<file path="config.mk">
export PLATFORM = sky130hd
export DESIGN_NAME = touch_wheel_gesture_decoder
export DESIGN_NICKNAME = d
export VERILOG_FILES = /design/src/hw/rtl/twgd_pkg.sv /design/src/hw/rtl/twgd_eval.sv /design/src/hw/rtl/touch_wheel_gesture_decoder.sv
export SDC_FILE = /design/constraint.sdc
export NUM_CORES = 1
export LEC_CHECK = 0
export BUFFER_PORTS_ARGS = -buffer_cell sky130_fd_sc_hd__buf_2
export CORE_AREA = 2 2 179 181
export DETAILED_ROUTE_END_ITERATION = 16
export DIE_AREA = 0 0 181 183
export GPL_ROUTABILITY_DRIVEN = 0
export PLACE_DENSITY = 0.72
export SYNTH_ARGS = -nofsm -noshare
export SYNTH_HDL_FRONTEND = slang
export SYNTH_SLANG_ARGS = --single-unit
</file>
<file path="constraint.sdc">
create_clock -name clk -period 20.5 [get_ports clk]
set_clock_uncertainty 0.1 [all_clocks]
set_input_delay 4.1 -clock clk [delete_from_list [all_inputs] [get_ports clk]]
set_output_delay 4.1 -clock clk [all_outputs]
set_load 0.1 [all_outputs]
</file>
<file path="src/hw/rtl/twgd_pkg.sv">
// Package for the touch wheel gesture decoder: config and result types,
// register indexes, reset values and code constants. No dependencies.
`timescale 1ns / 1ps

package twgd_pkg;

  localparam int WHEEL_PADS_DEF = 8;
  localparam int TIME_WIDTH_DEF = 32;
  localparam int SWIPE_PADS     = 4;
  localparam int CFG_W          = 16;
  localparam int CFG_IDX_W      = 2;

  localparam logic [CFG_IDX_W-1:0] REG_PAD_KEEP  = 2'd0;
  localparam logic [CFG_IDX_W-1:0] REG_SWIPE_WIN = 2'd1;
  localparam logic [CFG_IDX_W-1:0] REG_HOLD_MS   = 2'd2;

  localparam logic [CFG_W-1:0] PAD_KEEP_RST  = 16'd500;
  localparam logic [CFG_W-1:0] SWIPE_WIN_RST = 16'd300;
  localparam logic [CFG_W-1:0] HOLD_MS_RST   = 16'd1000;

  localparam logic signed [1:0] STEP_NONE = 2'sb00;
  localparam logic signed [1:0] STEP_FWD  = 2'sb01;
  localparam logic signed [1:0] STEP_BACK = 2'sb11;

  localparam logic [2:0] DIR_NONE = 3'd0;

  typedef struct packed {
    logic [CFG_W-1:0] pad_keep_ms;
    logic [CFG_W-1:0] swipe_win_ms;
    logic [CFG_W-1:0] hold_ms;
  } cfg_t;

  typedef struct packed {
    logic signed [1:0] wheel_step;
    logic [2:0]        swipe_dir;
    logic              button_held;
  } res_t;

endpackage

</file>
<file path="src/hw/rtl/twgd_eval.sv">
// Combinational evaluation of one pad poll: button hold, swipe and wheel step,
// plus the next decoder state. Depends on twgd_pkg.
`timescale 1ns / 1ps

module twgd_eval import twgd_pkg::*; #(
  parameter int WHEEL_PADS = WHEEL_PADS_DEF,
  parameter int TIME_WIDTH = TIME_WIDTH_DEF,
  localparam int PAD_W = WHEEL_PADS + 1 + SWIPE_PADS,
  localparam int PW    = $clog2(WHEEL_PADS + 1)
) (
  input  logic [PAD_W-1:0]      pad_bits,
  input  logic [TIME_WIDTH-1:0] now_ms,
  input  cfg_t                  cfg,
  input  logic                  btn_down,
  input  logic [TIME_WIDTH-1:0] press_time,
  input  logic [PW-1:0]         last_pad,
  input  logic [TIME_WIDTH-1:0] mark_time,
  output res_t                  res,
  output logic                  btn_down_nxt,
  output logic [TIME_WIDTH-1:0] press_time_nxt,
  output logic [PW-1:0]         last_pad_nxt,
  output logic [TIME_WIDTH-1:0] mark_time_nxt
);

  localparam int          SWIPE_BASE = WHEEL_PADS + 1;
  localparam logic [PW:0] N_C        = (PW + 1)'(WHEEL_PADS);

  logic [TIME_WIDTH-1:0] held_age;
  logic [TIME_WIDTH-1:0] swipe_age;
  logic [TIME_WIDTH-1:0] wheel_age;
  logic [PW-1:0]         cur_pad;
  logic [PW-1:0]         last_eff;
  logic [PW:0]           ring_d;
  logic                  fwd;
  logic                  back;
  logic [2:0]            swipe_idx;
  logic                  held_flag;
  logic [2:0]            swipe_code;
  logic signed [1:0]     wheel_code;

  assign res = '{wheel_step: wheel_code, swipe_dir: swipe_code, button_held: held_flag};

  // Button hold.
  always_comb begin
    held_age       = now_ms - press_time;
    press_time_nxt = press_time;
    held_flag      = 1'b0;
    btn_down_nxt   = pad_bits[0];
    if (pad_bits[0]) begin
      if (!btn_down) begin
        press_time_nxt = now_ms;
      end else if (held_age >= TIME_WIDTH'(cfg.hold_ms)) begin
        held_flag = 1'b1;
      end
    end
  end

  // Swipe: window measured from the press time as updated by this poll.
  always_comb begin
    swipe_age = now_ms - press_time_nxt;
    swipe_idx = DIR_NONE;
    for (int i = SWIPE_PADS - 1; i >= 0; i--) begin
      if (pad_bits[SWIPE_BASE + i]) begin
        swipe_idx = 3'(i + 1);
      end
    end
    swipe_code = (swipe_age < TIME_WIDTH'(cfg.swipe_win_ms)) ? swipe_idx : DIR_NONE;
  end

  // Wheel: lowest pressed ring pad against the remembered one.
  always_comb begin
    cur_pad = '0;
    for (int i = WHEEL_PADS - 1; i >= 0; i--) begin
      if (pad_bits[1 + i]) begin
        cur_pad = PW'(i + 1);
      end
    end
    wheel_age = now_ms - mark_time;
    last_eff  = (wheel_age > TIME_WIDTH'(cfg.pad_keep_ms)) ? '0 : last_pad;

    // Ring distance from the current pad forward to the remembered pad.
    if (last_eff >= cur_pad) begin
      ring_d = {1'b0, last_eff} - {1'b0, cur_pad};
    end else begin
      ring_d = {1'b0, last_eff} + N_C - {1'b0, cur_pad};
    end
    fwd  = (last_eff != '0) && ((ring_d == N_C - 1'b1) || (ring_d == N_C - 2'd2));
    back = (last_eff != '0) && ((ring_d == (PW + 1)'(1)) || (ring_d == (PW + 1)'(2)));

    wheel_code    = STEP_NONE;
    last_pad_nxt  = last_eff;
    mark_time_nxt = mark_time;
    if (cur_pad != '0) begin
      if (fwd) begin
        wheel_code = STEP_FWD;
      end else if (back) begin
        wheel_code = STEP_BACK;
      end else if (cur_pad != last_eff) begin
        last_pad_nxt  = cur_pad;
        mark_time_nxt = now_ms;
      end
    end
  end

endmodule

</file>
<file path="src/hw/rtl/touch_wheel_gesture_decoder.sv">
// Top level of the touch wheel gesture decoder: input register, evaluation
// stage, decoder state and result register. Depends on twgd_pkg and twgd_eval.
`timescale 1ns / 1ps

// The decoder takes one pad poll per clock cycle and returns one result per
// poll: the poll is captured in an input register when the request is
// accepted, evaluated combinationally against the button and wheel state,
// and loaded into the output register, where the result is held until it is
// taken. The state update loop (press time, remembered wheel pad and its
// time stamp) allows one poll per cycle while the result side does not stall.
// When the result side stalls, in_ready stays high only while the input
// register is empty, so it can take one more request before in_ready drops.
// Configuration writes take effect at once and are meant for idle time.
module touch_wheel_gesture_decoder import twgd_pkg::*; #(
  parameter int WHEEL_PADS = WHEEL_PADS_DEF,
  parameter int TIME_WIDTH = TIME_WIDTH_DEF,
  localparam int PAD_W = WHEEL_PADS + 1 + SWIPE_PADS
) (
  input  logic                    clk,
  input  logic                    rst_n,
  input  logic                    in_valid,
  output logic                    in_ready,
  input  logic [PAD_W-1:0]        in_pad_bits,
  input  logic [TIME_WIDTH-1:0]   in_now_ms,
  output logic                    out_valid,
  input  logic                    out_ready,
  output logic signed [1:0]       out_wheel_step,
  output logic [2:0]              out_swipe_dir,
  output logic                    out_button_held,
  input  logic                    cfg_wr_en,
  input  logic [CFG_IDX_W-1:0]    cfg_index,
  input  logic [CFG_W-1:0]        cfg_data
);

  localparam int PW = $clog2(WHEEL_PADS + 1);

  cfg_t                  cfg_r;
  logic                  in_valid_r;
  logic [PAD_W-1:0]      in_pads_r;
  logic [TIME_WIDTH-1:0] in_now_r;
  logic                  out_valid_r;
  res_t                  out_res_r;
  logic                  btn_down_r;
  logic [TIME_WIDTH-1:0] press_time_r;
  logic [PW-1:0]         last_pad_r;
  logic [TIME_WIDTH-1:0] mark_time_r;

  res_t                  res_nxt;
  logic                  btn_down_nxt;
  logic [TIME_WIDTH-1:0] press_time_nxt;
  logic [PW-1:0]         last_pad_nxt;
  logic [TIME_WIDTH-1:0] mark_time_nxt;
  logic                  advance;
  logic                  fire;

  twgd_eval #(
    .WHEEL_PADS (WHEEL_PADS),
    .TIME_WIDTH (TIME_WIDTH)
  ) u_eval (
    .pad_bits       (in_pads_r),
    .now_ms         (in_now_r),
    .cfg            (cfg_r),
    .btn_down       (btn_down_r),
    .press_time     (press_time_r),
    .last_pad       (last_pad_r),
    .mark_time      (mark_time_r),
    .res            (res_nxt),
    .btn_down_nxt   (btn_down_nxt),
    .press_time_nxt (press_time_nxt),
    .last_pad_nxt   (last_pad_nxt),
    .mark_time_nxt  (mark_time_nxt)
  );

  // The result register frees up when it is empty or being taken.
  assign advance  = !out_valid_r || out_ready;
  assign fire     = in_valid_r && advance;
  assign in_ready = !in_valid_r || advance;

  always_ff @(posedge clk) begin
    if (!rst_n) begin
      cfg_r.pad_keep_ms  <= PAD_KEEP_RST;
      cfg_r.swipe_win_ms <= SWIPE_WIN_RST;
      cfg_r.hold_ms      <= HOLD_MS_RST;
    end else if (cfg_wr_en) begin
      unique case (cfg_index)
        REG_PAD_KEEP:  cfg_r.pad_keep_ms  <= cfg_data;
        REG_SWIPE_WIN: cfg_r.swipe_win_ms <= cfg_data;
        REG_HOLD_MS:   cfg_r.hold_ms      <= cfg_data;
        default: ;
      endcase
    end
  end

  always_ff @(posedge clk) begin
    if (!rst_n) begin
      in_valid_r   <= 1'b0;
      out_valid_r  <= 1'b0;
      btn_down_r   <= 1'b0;
      press_time_r <= '0;
      last_pad_r   <= '0;
      mark_time_r  <= '0;
    end else begin
      if (in_ready) begin
        in_valid_r <= in_valid;
      end
      if (advance) begin
        out_valid_r <= in_valid_r;
      end
      if (fire) begin
        btn_down_r   <= btn_down_nxt;
        press_time_r <= press_time_nxt;
        last_pad_r   <= last_pad_nxt;
        mark_time_r  <= mark_time_nxt;
      end
    end
  end

  always_ff @(posedge clk) begin
    if (in_valid && in_ready) begin
      in_pads_r <= in_pad_bits;
      in_now_r  <= in_now_ms;
    end
    if (fire) begin
      out_res_r <= res_nxt;
    end
  end

  assign out_valid       = out_valid_r;
  assign out_wheel_step  = out_res_r.wheel_step;
  assign out_swipe_dir   = out_res_r.swipe_dir;
  assign out_button_held = out_res_r.button_held;

endmodule

</file>
==> summary.md <==
| Metric | Value |
|---|---|
| Int Pwr | `668 uW` |
| Rows | `65` |
| Total Routed Length | `35.4 mm` |
| Port bufs | `75` |
| VDD IR max | `~0.053 mV` |
| Area leader, netlist | `dfxtp_1` |
| Syn_area_per_cell | `8.27 sq um` |
| CORE AREA | `31200 sq um` |
| WL per Instance | `16.7 um` |
| Max Cap Viol | `0` |
| Dpl hpwl | `27.1 mm` |
| Setup_tns | `0 ps` |
| Cell Area, Synth | `~14000 sq um` |
| Nets | `1931` |
| Congestion Overflow GR | `0` |
| Top Family by Delay on Critical Path | `buffers and inverters` |
| Largest net degree at the start of global routing | `80` |
| Crit end category | `output port` |
| Share of total power in combinational logic | `31.0%` |
| Largest stage delay on the critical path | `300 ps` |
| Slew Viols, Final | `0` |
| Worst Tran Pin Value | `856 ps` |
| Max stage delay cell, worst path | `buf_2` |
| Dpl cells | `2091` |
| HP Class | `flip-flop to flip-flop` |
| Starting density of the core | `44.2%` |
| Clock Root Buffer | `clkbuf_16` |
| Max_slew headroom | `41.4%` |
| Sequential share of power | `36.8%` |
| Top_reg_cell synth | `dfxtp_1` |
| Setup Fix Bufs, Post-CTS | `0` |
| CTS Buf Count | `17` |
| CP max FO | `4` |
| CTS Sinks | `170` |
| Min Clock Period, post-route | `9010 ps` |
| Sequential share of the synthesized area | `28.4%` |
| Share of the synthesized area in the top cell type | `17.3%` |
| Hold_buf cts | `0` |
| CTS tree | `yes` |
| Critical path type | `primary input to output port` |
| CTS clock-pin slew for the worst setup and hold paths | `70 ps` |
| Most frequent cells in the layout | `nand2_1, ha_1, inv_1, dfxtp_1, a21oi_1` |
| Die area | `33100 sq um` |
| Clk pwr share | `32.2%` |
| RSZ-0062 raised after global routing | `no` |
| Drt pass-1 iters | `7` |
| Die W | `181 um` |
| Fill count | `between 2000 and 3000` |
| Routed vias | `12200` |
| Yosys reg bits | `170` |
| Status | `complete, no violations` |
| Vias per cell | `5.76` |
| Cell mode on critical path | `buf_2` |
| Vias in the first global route | `11800` |
| Number of flops mapped to enable cells by yosys | `between 50 and 60` |
| Mapped Nets | `~1900` |
| Antenna Cells | `0` |
| Synth warn | `0` |
| Most common cell after layout, fill and taps aside | `nand2_1` |
| Layout cells sized above 1 | `9.01%` |
| Lkg Pwr | `0.00601 uW` |
| Post-synth cell types | `87` |
| Synth top area cells | `dfxtp_1, ha_1, edfxtp_1` |
| I/O pins | `76` |
| First-pass GRT wire length | `57.2 mm` |
| Area growth, synth to finish | `9.12%` |
| Clock Path Buffers | `2` |
| Hold Fails Final Rpt | `0` |
| Critical path required time | `16300 ps` |
| NetSw | `357 uW` |
| CP arrival | `4810 ps` |
| Antenna-violating nets left | `0` |
| Syn Inst Count | `1669` |
| Residual DRC count | `0` |
| Crit path cell chain | `buf_2 > nor2b_1 > nand2_1 > buf_2` |
| GRT Util Overall | `21.1%` |
| Pwr Density | `68.1 nW/um^2` |
| Worst path bufs/invs | `2` |
| Tcrit/Tclk final | `44.0%` |
| Initial antenna violation count | `0` |
| Maximum clock frequency | `between 100 and 150 MHz` |
| Resized cells post-CTS | `0` |
| Setup violators final | `0` |
| Synth async-reset ratio | `0%` |
| Final cell count without fillers | `2123` |
| H-tree depth | `4` |
| Drt initial violations | `990` |
| Sw Share | `roughly a third` |
| Worst skew pair latency | `440 ps` |
| Die height | `183 um` |
| Worst setup SP type | `primary input` |
## cell families (layout without fill, tap and decap cells)
logic type | count (synthesis) | in the layout | share of synthesized area [%]
AOI/OAI and AO/OA | 469 | 469 | 23.9
xor gates and xnor gates | 59 | 59 | 3.75
buffers and inverters | 203 | 255 | 5.87
adders and majority gates | 155 | 155 | 14.4
muxes | 72 | 72 | 5.22
DFF | 170 | 170 | 28.4
and+or+nand+nor | 541 | 541 | 18.4
## metal layers
layer | up-vias | wire length (um) | global-route usage, % | part of all wire [%]
met5 | - | 0 | 0 | 0
met3 | 77 | 1540 | 2.76 | 4.3
met1 | 5728 | 16200 | 27.0 | 46
met4 | 0 | 1280 | 9.92 | 3.6
li1 | 6057 | - | - | -
met2 | 370 | 16300 | 35.6 | 46
## tightest hold or removal path, delay by kind of cell (launching register included)
family / cells / cell delay [ps]
flops: 1 / 310
simple gates: 1 / 50
mux: 1 / 50
## power by group through the flow
stage	Sequential, uW	Clock (uW)	Combinational, uW
detailed placement	384	0	311
CTS	377	337	313
floorplan	383	0	236
finish	377	330	317
global route	379	350	351
global placement	384	0	301
## registers in the layout, summed over array words and instances (netlist names)
| signal | cells |
|---|---|
| out_swipe_dir | 3 |
| in_now_r | 32 |
| out_wheel_step | 2 |
| in_valid_r | 1 |
| cfg_r | 48 |
| press_time_r | 32 |
| last_pad_r | 4 |
| out_button_held | 1 |
| in_pads_r | 13 |
| out_valid | 1 |
| btn_down_r | 1 |
| mark_time_r | 32 |
## synthesized netlist by cell type (17+ instances only)
cell type,number
nand3_1,26
inv_1,141
nand4_1,17
dfxtp_1,119
clkbuf_1,48
nor3_1,19
xor2_1,22
a21o_1,50
edfxtp_1,51
o21a_1,19
a21boi_0,66
o211ai_1,32
ha_1,148
o21ai_0,55
mux2i_1,72
nand2b_1,17
a21oi_1,105
and3_1,21
nor2_1,75
nand2_1,278
xnor2_1,37
## final timing paths
check	startpoint	to	slack [ps]	cells past startpoint
worst max-delay path	out_ready	in_ready	11490	4
worst min-delay path	mark_time_r[30]$_SDFFE_PN0P_	mark_time_r[30]$_SDFFE_PN0P_	360	2
worst max register to register	in_now_r[1]$_DFFE_PP_	last_pad_r[3]$_SDFFE_PN0P_	12180	31
worst min register to register	mark_time_r[30]$_SDFFE_PN0P_	mark_time_r[30]$_SDFFE_PN0P_	360	2
## stage by stage
stage	cell area, sq um	hold WS, ps	utilization, %	power (uW)	setup slack, ps
after floorplan	13800	335	-	619	11420
after global placement	14500	342	46.3	684	11500
after detailed placement	14500	350	46.3	695	11480
after CTS	15100	360	48.2	1030	11480
after global routing	15100	373	48.2	1080	11380
final	15100	359	48.2	1020	11490
## final cells by class
type                       instances  area, sq um  area share [%]
inverter                         141          529            3.52
timing repair buffer              82          430            2.86
clock buffer                      18          439            2.92
sequential                       170         3910            26.0
multi-input combinational       1296         9080            60.3
clock inverter                    14          154            1.02
tap                              402          503            3.34
(Power assumes the default switching activity.)
